$ cat config.mk
export PLATFORM = sky130hd
export DESIGN_NAME = spi_master_four_mode_shifter_core
export DESIGN_NICKNAME = d
export VERILOG_FILES = /design/src/spim_pkg.sv /design/src/spi_master_four_mode_shifter_core.sv /design/src/spim_queue.sv /design/src/spim_seq.sv
export SDC_FILE = /design/constraint.sdc
export NUM_CORES = 1
export LEC_CHECK = 0
export BUFFER_PORTS_ARGS = -buffer_cell sky130_fd_sc_hd__buf_2
export CAP_MARGIN = 20
export CORE_MARGIN = 2
export CORE_UTILIZATION = 35
export DETAILED_ROUTE_END_ITERATION = 8
export GPL_TIMING_DRIVEN = 0
export PLACE_DENSITY = 0.52
export SLEW_MARGIN = 20
export SYNTH_ARGS = -nofsm -noshare
export SYNTH_HDL_FRONTEND = slang
export SYNTH_HIERARCHICAL = 1
export SYNTH_SLANG_ARGS = --single-unit
$ cat constraint.sdc
create_clock -name clk -period 6.75 [get_ports clk]
set_input_delay 0.3375 -clock clk [delete_from_list [all_inputs] [get_ports clk]]
set_output_delay 0.3375 -clock clk [all_outputs]
set_load 0.005 [all_outputs]
$ cat src/spim_pkg.sv
package spim_pkg;

  localparam int unsigned CFG_INDEX_W = 2;
  localparam int unsigned CFG_DATA_W  = 16;
  localparam int unsigned TICKS_W     = 16;
  localparam int unsigned BYTE_W      = 8;
  localparam int unsigned BIT_CNT_W   = 3;

  // register indexes on the configuration port
  localparam logic [CFG_INDEX_W-1:0] CFG_IDX_POLARITY = 2'd0;
  localparam logic [CFG_INDEX_W-1:0] CFG_IDX_PHASE    = 2'd1;
  localparam logic [CFG_INDEX_W-1:0] CFG_IDX_TICKS    = 2'd2;

  localparam logic [BIT_CNT_W-1:0] LAST_BIT = 3'd7;

  typedef struct packed {
    logic              req_valid;
    logic [BYTE_W-1:0] tx_byte;
    logic              frame_start;
    logic              frame_end;
    logic              miso;
  } in_item_t;

  typedef struct packed {
    logic              sclk;
    logic              mosi;
    logic              cs_n;
    logic              ready_res;
    logic              rx_valid;
    logic [BYTE_W-1:0] rx_byte;
  } out_item_t;

  typedef struct packed {
    logic               clock_polarity;
    logic               clock_phase;
    logic [TICKS_W-1:0] phase_ticks;
  } cfg_t;

endpackage

$ cat src/spi_master_four_mode_shifter_core.sv
// a word's pin result passes through the input queue and then the sequencer's output
//   register before it shows on out_data
// throughput: one word per cycle while the result is not stalled; each word is one tick of the pin sequencer
// reset: synchronous, active low; sclk and mosi low, cs_n high, sequencer idle,
//   queue empty, mode 0 with phase_ticks of one
module spi_master_four_mode_shifter_core import spim_pkg::*; #(
  parameter int unsigned QUEUE_DEPTH = 2
) (
  input  logic                   clk,
  input  logic                   rst_n,
  input  logic                   in_valid,
  output logic                   in_stall,
  input  in_item_t               in_data,
  output logic                   out_valid,
  input  logic                   out_stall,
  output out_item_t              out_data,
  input  logic                   cfg_we,
  input  logic [CFG_INDEX_W-1:0] cfg_index,
  input  logic [CFG_DATA_W-1:0]  cfg_wdata
);

  // live configuration; the user must write it only while no word is in flight, which the block
  // does not enforce; the sequencer may be mid-transfer and picks up the new values at once
  logic               cpol_r;
  logic               cpha_r;
  logic [TICKS_W-1:0] ticks_r;
  cfg_t               cfg;

  // front to back handoff
  logic     q_valid;
  in_item_t q_item;
  logic     q_pop;

  always_ff @(posedge clk) begin
    if (!rst_n) begin
      cpol_r  <= 1'b0;
      cpha_r  <= 1'b0;
      ticks_r <= TICKS_W'(1);
    end else if (cfg_we) begin
      unique case (cfg_index)
        CFG_IDX_POLARITY: cpol_r  <= cfg_wdata[0];
        CFG_IDX_PHASE:    cpha_r  <= cfg_wdata[0];
        CFG_IDX_TICKS:    ticks_r <= cfg_wdata[TICKS_W-1:0];
        default: begin
          // unused index, write dropped
        end
      endcase
    end
  end

  assign cfg.clock_polarity = cpol_r;
  assign cfg.clock_phase    = cpha_r;
  assign cfg.phase_ticks    = ticks_r;

  // front: takes every tick word into a short queue
  spim_queue #(
    .DEPTH (QUEUE_DEPTH)
  ) u_queue (
    .clk      (clk),
    .rst_n    (rst_n),
    .in_valid (in_valid),
    .in_stall (in_stall),
    .in_data  (in_data),
    .q_valid  (q_valid),
    .q_item   (q_item),
    .q_pop    (q_pop)
  );

  // back: timed pin sequencer, one tick per popped word, registered result
  spim_seq u_seq (
    .clk       (clk),
    .rst_n     (rst_n),
    .cfg       (cfg),
    .q_valid   (q_valid),
    .q_item    (q_item),
    .q_pop     (q_pop),
    .out_valid (out_valid),
    .out_stall (out_stall),
    .out_data  (out_data)
  );

endmodule

$ cat src/spim_queue.sv
module spim_queue import spim_pkg::*; #(
  parameter int unsigned DEPTH = 2
) (
  input  logic     clk,
  input  logic     rst_n,
  input  logic     in_valid,
  output logic     in_stall,
  input  in_item_t in_data,
  output logic     q_valid,
  output in_item_t q_item,
  input  logic     q_pop
);

  localparam int unsigned PTR_W = (DEPTH > 1) ? $clog2(DEPTH) : 1;
  localparam int unsigned CNT_W = $clog2(DEPTH + 1);
  localparam logic [PTR_W-1:0] PTR_LAST = PTR_W'(DEPTH - 1);
  localparam logic [CNT_W-1:0] CNT_FULL = CNT_W'(DEPTH);

  in_item_t         mem [DEPTH];
  logic [PTR_W-1:0] wr_ptr_r, wr_ptr_nxt;
  logic [PTR_W-1:0] rd_ptr_r, rd_ptr_nxt;
  logic [CNT_W-1:0] count_r, count_nxt;
  logic             push, pop;

  assign in_stall = (count_r == CNT_FULL);
  assign q_valid  = (count_r != '0);
  assign q_item   = mem[rd_ptr_r];

  assign push = in_valid && !in_stall;
  assign pop  = q_pop && q_valid;

  always_comb begin
    wr_ptr_nxt = wr_ptr_r;
    rd_ptr_nxt = rd_ptr_r;
    count_nxt  = count_r;
    if (push) begin
      wr_ptr_nxt = (wr_ptr_r == PTR_LAST) ? '0 : wr_ptr_r + 1'b1;
    end
    if (pop) begin
      rd_ptr_nxt = (rd_ptr_r == PTR_LAST) ? '0 : rd_ptr_r + 1'b1;
    end
    if (push && !pop) begin
      count_nxt = count_r + 1'b1;
    end else if (pop && !push) begin
      count_nxt = count_r - 1'b1;
    end
  end

  always_ff @(posedge clk) begin
    if (!rst_n) begin
      wr_ptr_r <= '0;
      rd_ptr_r <= '0;
      count_r  <= '0;
    end else begin
      wr_ptr_r <= wr_ptr_nxt;
      rd_ptr_r <= rd_ptr_nxt;
      count_r  <= count_nxt;
    end
  end

  always_ff @(posedge clk) begin
    if (push) begin
      mem[wr_ptr_r] <= in_data;
    end
  end

`ifndef NO_ASSERTIONS
  a_count_bound: assert property (@(posedge clk) disable iff (!rst_n)
    count_r <= CNT_FULL)
    else $error("queue count beyond depth");
`endif

endmodule

$ cat src/spim_seq.sv
module spim_seq import spim_pkg::*; (
  input  logic      clk,
  input  logic      rst_n,
  input  cfg_t      cfg,
  input  logic      q_valid,
  input  in_item_t  q_item,
  output logic      q_pop,
  output logic      out_valid,
  input  logic      out_stall,
  output out_item_t out_data
);

  typedef enum logic [2:0] {
    ST_IDLE,
    ST_SETUP,
    ST_A,
    ST_B,
    ST_C,
    ST_HOLD
  } seq_state_t;

  seq_state_t            state_r, state_nxt;
  logic [TICKS_W-1:0]    tick_r, tick_nxt;
  logic [BIT_CNT_W-1:0]  bit_r, bit_nxt;
  logic [BYTE_W-1:0]     tx_r, tx_nxt;
  logic [BYTE_W-1:0]     rx_r, rx_nxt;
  logic                  endp_r, endp_nxt;
  logic                  sclk_r, sclk_nxt;
  logic                  mosi_r, mosi_nxt;
  logic                  cs_r, cs_nxt;
  logic                  out_valid_r, out_valid_nxt;
  out_item_t             out_data_r, out_data_nxt;
  logic [TICKS_W-1:0]    span;
  logic                  step;

  assign span  = (cfg.phase_ticks == '0) ? TICKS_W'(1) : cfg.phase_ticks;
  assign step  = q_valid && (!out_valid_r || !out_stall);
  assign q_pop = step;

  assign out_valid = out_valid_r;
  assign out_data  = out_data_r;

  always_comb begin
    logic is_first;
    logic is_last;
    logic rx_done;
    logic [BYTE_W-1:0] rx_got;

    state_nxt = state_r;
    tick_nxt  = tick_r;
    bit_nxt   = bit_r;
    tx_nxt    = tx_r;
    rx_nxt    = rx_r;
    endp_nxt  = endp_r;
    sclk_nxt  = sclk_r;
    mosi_nxt  = mosi_r;
    cs_nxt    = cs_r;
    rx_done   = 1'b0;
    rx_got    = '0;
    is_first  = 1'b0;
    is_last   = 1'b0;

    // idle tick: park the clock, maybe start a request
    if (state_r == ST_IDLE) begin
      sclk_nxt = cfg.clock_polarity;
      if (q_item.req_valid) begin
        tx_nxt    = q_item.tx_byte;
        rx_nxt    = '0;
        bit_nxt   = '0;
        endp_nxt  = q_item.frame_end;
        tick_nxt  = '0;
        state_nxt = q_item.frame_start ? ST_SETUP : ST_A;
      end
    end

    if (state_nxt != ST_IDLE) begin
      is_first = (tick_nxt == '0);
      is_last  = ({1'b0, tick_nxt} + 1'b1) >= {1'b0, span};
      unique case (state_nxt)
        ST_SETUP: begin
          if (is_first && bit_nxt == '0) begin
            cs_nxt = 1'b0;
          end
          if (is_last) begin
            tick_nxt = '0;
            if (bit_nxt == '0) begin
              bit_nxt = BIT_CNT_W'(1);
            end else begin
              bit_nxt   = '0;
              state_nxt = ST_A;
            end
          end else begin
            tick_nxt = tick_nxt + 1'b1;
          end
        end
        ST_A: begin
          if (is_first) begin
            if (!cfg.clock_phase) begin
              mosi_nxt = tx_nxt[BYTE_W-1];
              tx_nxt   = {tx_nxt[BYTE_W-2:0], 1'b0};
            end else begin
              sclk_nxt = !cfg.clock_polarity;
            end
          end
          if (is_last) begin
            tick_nxt  = '0;
            state_nxt = ST_B;
          end else begin
            tick_nxt = tick_nxt + 1'b1;
          end
        end
        ST_B: begin
          if (is_first) begin
            if (!cfg.clock_phase) begin
              sclk_nxt = !cfg.clock_polarity;
            end else begin
              mosi_nxt = tx_nxt[BYTE_W-1];
              tx_nxt   = {tx_nxt[BYTE_W-2:0], 1'b0};
            end
          end
          if (is_last) begin
            tick_nxt  = '0;
            state_nxt = ST_C;
          end else begin
            tick_nxt = tick_nxt + 1'b1;
          end
        end
        ST_C: begin
          if (is_first) begin
            sclk_nxt = cfg.clock_polarity;
          end
          // mode with phase 0 samples on entry, phase 1 on the last tick
          if ((is_first && !cfg.clock_phase) || (is_last && cfg.clock_phase)) begin
            rx_nxt = {rx_nxt[BYTE_W-2:0], q_item.miso};
            if (bit_nxt == LAST_BIT) begin
              rx_done = 1'b1;
              rx_got  = rx_nxt;
            end
          end
          if (is_last) begin
            tick_nxt = '0;
            if (bit_nxt == LAST_BIT) begin
              bit_nxt   = '0;
              state_nxt = endp_nxt ? ST_HOLD : ST_IDLE;
            end else begin
              bit_nxt   = bit_nxt + 1'b1;
              state_nxt = ST_A;
            end
          end else begin
            tick_nxt = tick_nxt + 1'b1;
          end
        end
        ST_HOLD: begin
          if (is_last) begin
            tick_nxt = '0;
            if (bit_nxt == '0) begin
              bit_nxt = BIT_CNT_W'(1);
            end else begin
              bit_nxt   = '0;
              cs_nxt    = 1'b1;
              endp_nxt  = 1'b0;
              state_nxt = ST_IDLE;
            end
          end else begin
            tick_nxt = tick_nxt + 1'b1;
          end
        end
        default: begin
          state_nxt = ST_IDLE;
          tick_nxt  = '0;
          bit_nxt   = '0;
        end
      endcase
    end

    out_data_nxt.sclk      = sclk_nxt;
    out_data_nxt.mosi      = mosi_nxt;
    out_data_nxt.cs_n      = cs_nxt;
    out_data_nxt.ready_res = (state_r == ST_IDLE);
    out_data_nxt.rx_valid  = rx_done;
    out_data_nxt.rx_byte   = rx_got;

    out_valid_nxt = step || (out_valid_r && out_stall);
  end

  always_ff @(posedge clk) begin
    if (!rst_n) begin
      state_r     <= ST_IDLE;
      tick_r      <= '0;
      bit_r       <= '0;
      tx_r        <= '0;
      rx_r        <= '0;
      endp_r      <= 1'b0;
      sclk_r      <= 1'b0;
      mosi_r      <= 1'b0;
      cs_r        <= 1'b1;
      out_valid_r <= 1'b0;
    end else begin
      out_valid_r <= out_valid_nxt;
      if (step) begin
        state_r    <= state_nxt;
        tick_r     <= tick_nxt;
        bit_r      <= bit_nxt;
        tx_r       <= tx_nxt;
        rx_r       <= rx_nxt;
        endp_r     <= endp_nxt;
        sclk_r     <= sclk_nxt;
        mosi_r     <= mosi_nxt;
        cs_r       <= cs_nxt;
        out_data_r <= out_data_nxt;
      end
    end
  end

`ifndef NO_ASSERTIONS
  a_rx_not_ready: assert property (@(posedge clk) disable iff (!rst_n)
    out_valid_r && out_data_r.rx_valid |-> !out_data_r.ready_res)
    else $error("byte completed on an idle tick");

  a_cs_release: assert property (@(posedge clk) disable iff (!rst_n)
    $rose(cs_r) |-> $past(state_r) == ST_HOLD)
    else $error("chip select released outside hold");

  a_hold_on_stall: assert property (@(posedge clk) disable iff (!rst_n)
    out_valid_r && out_stall |=> $stable(state_r) && $stable(tick_r))
    else $error("sequencer advanced while result stalled");
`endif

endmodule

==> run metrics, run 1 <==
post-synthesis async set-or-reset flop share 0%; layout cells sized above 1 16.4%; Worst Max-Slew Pin Slew 0.940 ns; RD Place Congestion 0.925; Overflow after GRT 0; Setup crit start kind flip-flop; CTS tree done; DR vias 4578; Starting Density 35.5%; row count 46; Total Wirelength 13300 um; Synth Net Count 629; Setup Crit Path Kind reg -> reg; reg2reg path depth 22; total number of yosys warnings 6; # setup viols final 0; crit path time final 5.85 ns; LEAKAGE 2.54 nW; Final Hold Vio Count 0; Critical Path RT 6.97 ns; CP most frequent cell buf_2; die area approximately 17000 um2; antenna violations before repair 0; number of buffers added for setup after CTS 0; final core utilization 40.7%; die width 130 um; P&R area growth vs syn 14.6%; post-synthesis sequential area ratio 43.3%; critical path capture point type flip-flop; Initial DRC Count 269; cts repair resizes 0; MaxCap Viol Count 0; Setup crit end u_seq/out_data[0]; CTS hold repair buffers 0; Total GRT Usage around 16%; Fill cells 1571; maximum VDD drop roughly 0.00016 V; Post-synth EDFFs 37; Max Slew Vio Count 0; status completed; H-tree depth 3; Mapped Area 5580 um2; DR DRC count 0; First-pass DRT Iterations 5; largest net degree at the start of global routing 18; Setup TNS Final 0 ns; number of buffers and inverters on the critical path 6; drt via density 5.37; reg-to-reg slack, setup 0.90 ns; slowest CP cell clkbuf_1; Post-Syn Instances 571; TritonCTS buffer count 9; placed cell areas 6090 um2; fmax 0.171 GHz; die height 130 um; Yosys cell types 75; Antenna diodes 0; RR Endpoint u_seq/out_data[0]; Port Buffers a little under 50; Net count, final 689; Antenna Nets Post-Route 0; Worst Hold Slack around 0.17 ns; largest stage delay on the critical path 0.44 ns; DR WL/cell 15.7 um; Sink Count 102; min-delay worst type in -> reg; Data arrival, critical path 6.07 ns; fin area roughly 6400 um2; vias in the first global route 4291; relative slew slack 37.0%; worst-path maximum fanout 10; RSZ-0062 raised after global routing false; clock root cell clkbuf_16; IO Pins 50; FF+latch count, synth just over 100; CTS clk-pin slew, worst paths 0.07 ns; area of the core 15700 um2; first-pass GRT wire length 21600 um; worst skew pair latency ~0.35 ns; Crit path max-delay family simple AND/OR/NAND/NOR gates; syn_area_per_cell 9.77 um2; Worst Skew around 0.0096 ns; post-DP HPWL 10100 um; fin crit share 86.7%; PwrDens 304 nW/um2; critical-path cell list buf_2 > mux2_2 > or4b_1 > buf_2 > clkbuf_1 > nand2_1 > inv_1 > ha_1 > nand4_1 > nor4_4 > nand3_1 > xor2_1 > nor2_1 > ha_1 > nand4_1 > nor4_1 > o31ai_1 > and3_1 > buf_2 > a211oi_2 > buf_2 > and3_1; Top FF cell, synth dfxtp_1; WP depth 22; maximum clock path buffer count 2
registers in the layout (all words and copies together), names as in the netlist, 2 cells and up, named ones only:
signal	cells
u_queue/count_r	2
u_seq/state_r	3
u_seq/tx_r	8
ticks_r	16
u_seq/out_data	13
u_seq/bit_r	3
u_seq/tick_r	16
u_queue/mem	24
u_seq/rx_r	7
through the flow:
stage | cells | setup slack [ns] | power, mW
6_report | 852 | 0.898 | 1.95
5_1_grt | 852 | 0.355 | 2.06
4_1_cts | 852 | 0.805 | 1.96
3_5_place_dp | 836 | 0.827 | 1.44
3_3_place_gp | 836 | 0.780 | 1.43
2_1_floorplan | 571 | 2.07 | 1.25
cell usage after synthesis, types with 2 or more instances:
master    number  share of area, %
nand3b_1       2              0.27
edfxtp_1      37                20
nand4_1        9               1.0
nor2b_1        5              0.56
nor2_1        28               1.9
buf_6          2              0.40
o21a_1         3              0.40
a32o_1         4              0.72
a21oi_1       18               1.6
mux2_2        13               2.6
xnor2_1        8               1.3
or3_1          2              0.22
xor2_1         9               1.4
a211o_1        3              0.47
o211a_1        7               1.3
ha_1          23               5.2
nor3_1         8              0.72
o221ai_1      12               1.9
o211ai_1      11               1.5
mux2i_1       27               4.8
a22o_1        16               2.5
a31oi_1        3              0.34
o31ai_1        4              0.54
o21ai_0       22               2.0
clkbuf_1      17               1.1
and3_1        13               1.5
nor4_1         9               1.0
and2_1         6              0.67
a21boi_0       3              0.40
nand3_1       20               1.8
nand3_2        2              0.36
dfxtp_1       65                23
inv_1         33               2.2
a22oi_1        2              0.27
o21ai_1        2              0.18
nand2_1       68               4.6
a221o_1        3              0.54
and4_1         4              0.63
buf_2         11              0.99
a32oi_1        2              0.31
area by class of cell:
| type | instances | area, um2 | share of cell area, % |
|---|---|---|---|
| tap | 216 | 270 | 4.23 |
| clock buffer | 11 | 233 | 3.64 |
| inverter | 34 | 128 | 2.00 |
| buffer | 32 | 169 | 2.64 |
| timing repair buffer | 49 | 245 | 3.84 |
| clock inverter | 5 | 60.1 | 0.940 |
| multi-input combinational | 403 | 2870 | 45.0 |
| sequential | 102 | 2410 | 37.7 |
power breakdown:
part / total [mW] / switching [mW] / internal, mW
sequential: 0.772 / 0.0415 / 0.730
combinational: 0.658 / 0.415 / 0.243
clock: 0.516 / 0.227 / 0.289
placed cells by master, fill, tap and decap left out, types with 5 or more instances in the layout:
cell,instances
a21oi_1,18
a22o_1,16
and2_1,6
and3_1,13
buf_2,60
clkbuf_1,19
clkbuf_16,9
dfxtp_1,65
edfxtp_1,37
ha_1,23
inv_1,33
mux2_2,13
mux2i_1,27
nand2_1,68
nand3_1,20
nand4_1,9
nor2_1,28
nor2b_1,5
nor3_1,8
nor4_1,9
o211a_1,7
o211ai_1,11
o21ai_0,22
o221ai_1,12
xnor2_1,8
xor2_1,9
worst min-delay path by stage:
stage	start	end	slack, ns	cells past startpoint
6_report	in_data[10]	u_queue/mem[0][10]	0.17	1
5_1_grt	in_data[9]	u_queue/mem[0][9]	0.15	1
4_1_cts	in_data[6]	u_queue/mem[1][6]	0.16	1
3_5_place_dp	u_seq/rx_r[6]	u_seq/rx_r[6]	0.45	1
3_3_place_gp	u_seq/rx_r[6]	u_seq/rx_r[6]	0.44	1
2_1_floorplan	u_seq/rx_r[6]	u_seq/rx_r[6]	0.43	1
logic make-up (layout without fill, tap and decap cells):
kind of cell             count (synthesis)  count (layout)  synth area share (%)
adder cells (fa/ha/maj)                 23              23                  5.16
AO/OA/AOI/OAI                          135             135                  18.8
buffers and inverters                   66             131                  5.32
AND/OR/NAND/NOR                        188             188                  17.3
multiplexers                            40              40                  7.47
XOR/XNOR                                17              17                  2.67
flip-flops                             102             102                  43.3
layer usage:
metal / vias to the layer above / GRT usage (%) / wire length, um
li1: 2261 / - / -
met1: 2153 / 23.3 / 6530
met2: 132 / 23.6 / 5710
met3: 32 / 2.79 / 691
met4: 0 / 8.10 / 411
met5: - / 0 / 0
Power figures use the tool's default switching activity.
==> run 2: changes to the inputs <==
Settings changed: PLACE_DENSITY 0.52 to not set, PLACE_DENSITY_LB_ADDON set to 0.05.
==> run 2 against run 1 <==
Compared with the run above: routed wire length is 6.6% higher; power rose by 5.4%; maximum frequency down 2.1%; final cell count stayed put; sequential power barely moved; register-to-register slack worse by 0.12 ns; clock skew decreased by 0.0029 ns; global-route usage increased by 1.5 points; via count is 0.17% lower; critical endpoint is now u_seq/out_data[5].
==> run metrics, run 2 (same netlist as run 1, synthesis figures left out) <==
CTS clk-pin slew, worst paths 0.07 ns; Switching Share 34.7%; first-pass GRT wire length 23400 um; crit path time final 5.98 ns; commonest non-fill, non-tap cells in the layout nand2_1 (68), dfxtp_1 (65), buf_2 (60); antenna violations before repair 0; max reg flops 24; status completed; LEAKAGE 2.57 nW; Top Registers u_queue/mem x24, ticks_r x16, u_seq/tick_r x16; critical-path cell list buf_2 > mux2_2 > or4b_1 > buf_2 > clkbuf_1 > nand2_1 > inv_1 > ha_1 > nand4_1 > nor4_4 > nand3_1 > xor2_1 > nor2_1 > ha_1 > nand4_1 > nor4_1 > o31ai_1 > and3_1 > buf_2 > a211oi_2 > buf_2 > and3_1; Starting Density 35.5%; Setup crit start kind flip-flop; Worst Max-Slew Pin Slew 1.02 ns; Sequential Power Share between 30% and 40%; DR WL/cell 16.7 um; P&R area growth vs syn 15.7%; drt via density around 5.4; Antenna Nets Post-Route 0; worst skew pair latency 0.35 ns; Total GRT Usage 17.8%; Overflow after GRT 0; relative slew slack 31.8%; Biggest register u_queue/mem; Setup TNS Final 0 ns; PwrDens around 320 nW/um2; final setup margin 0.774 ns; MaxCap Viol Count 0; Initial DRC Count 364; die width 130 um; DR DRC count 0; Port Buffers 49; TritonCTS buffer count 9; number of buffers and inverters on the critical path 6; largest net degree at the start of global routing 19; number of buffers added for setup after CTS 0; Worst Skew 0.00671 ns; Final Non-Filler Cells 852; min-delay worst type in -> reg; commonest non-fill, non-tap cell in the layout nand2_1; die area roughly 17000 um2; layout cells sized above 1 16.8%; CP most frequent cell buf_2; vias in the first global route 4382; RSZ-0062 raised after global routing false; post-DP HPWL 10600 um; clock root cell clkbuf_16; worst-path maximum fanout 10; Antenna diodes 0; Max Slew Vio Count 0; Setup Crit Path Kind reg -> reg; Pint 1.34 mW; Data arrival, critical path ~6.2 ns; Placed Cells 836; Crit path max-delay family simple AND/OR/NAND/NOR gates; slowest CP cell clkbuf_1; Net count, final 689; maximum clock path buffer count 2; H-tree depth 3; area of the core approximately 16000 um2; CTS tree done; critical path capture point type flip-flop; fmax 0.167 GHz; Total Wirelength 14200 um; # setup viols final 0; cts repair resizes 0; fin crit share around 89%; Net Sw Power 712 uW; worst slack, placed 0.756 ns; CTS hold repair buffers 0; DR vias 4570; RD Place Congestion a little under 0.9; maximum VDD drop around 0.00014 V; Critical Path RT 6.97 ns; largest stage delay on the critical path 0.47 ns; Sink Count 102; die height 130 um; IO Pins 50; First-pass DRT Iterations 5; Final Hold Vio Count 0; Comb power frac 32.6%; row count 46; Clock power frac around 30%
## run 2: area by class of cell
type / count / area, um2
Fill cell: 1549 / 9260
Multi-Input combinational cell: 403 / 2870
Sequential cell: 102 / 2410
Tap cell: 216 / 270
Timing Repair Buffer: 49 / 245
Clock buffer: 9 / 225
Buffer: 32 / 169
Inverter: 34 / 128
Clock inverter: 7 / 126
## run 2: through the flow
stage	area, um2	hold WS, ns	utilization (%)	total power [mW]
after global routing	6450	0.157	41.0	2.18
after floorplan	5580	0.434	-	1.25
after detailed placement	6090	0.449	38.8	1.45
after CTS	6440	0.156	41.0	2.07
final	6450	0.169	41.0	2.05
after global placement	6090	0.442	38.8	1.44
## run 2: path summary, 6_finish.rpt
check / start / endpoint / slack [ns] / depth (start not counted)
setup / recovery: flip-flop / u_seq/out_data[5] / 0.77 / 22
hold / removal: in_data[9] / u_queue/mem[1][9] / 0.17 / 1
setup reg to reg: flip-flop / u_seq/out_data[5] / 0.77 / 22
hold reg to reg: u_seq/rx_r[6] / u_seq/rx_r[6] / 0.46 / 1
## run 2: worst reg2reg max path, delay by kind of cell (launching register included)
| kind | cells | cell delay, ns |
|---|---|---|
| AND/OR/NAND/NOR | 10 | 2.25 |
| buffers and inverters | 6 | 1.56 |
| adder cells (fa/ha/maj) | 2 | 0.56 |
| AO/OA/AOI/OAI | 2 | 0.47 |
| multiplexers | 1 | 0.43 |
| flip-flops | 1 | 0.37 |
| XOR/XNOR | 1 | 0.19 |
## run 2: per-layer routing
layer / vias to the layer above / share of wire, % / GRT usage, %
met4: 0 / 1.5 / 6.26
met1: 2181 / 50 / 25.5
met3: 17 / 4.7 / 2.91
met5: - / 0 / 0
li1: 2255 / - / -
met2: 117 / 44 / 27.3
## run 2: power groups by stage
| stage | Combinational [mW] | Sequential [mW] | Clock [mW] |
|---|---|---|---|
| floorplan | 0.469 | 0.777 | 0 |
| global route | 0.739 | 0.782 | 0.657 |
| global placement | 0.659 | 0.784 | 0 |
| CTS | 0.668 | 0.772 | 0.629 |
| finish | 0.669 | 0.772 | 0.611 |
| detailed placement | 0.664 | 0.785 | 0 |
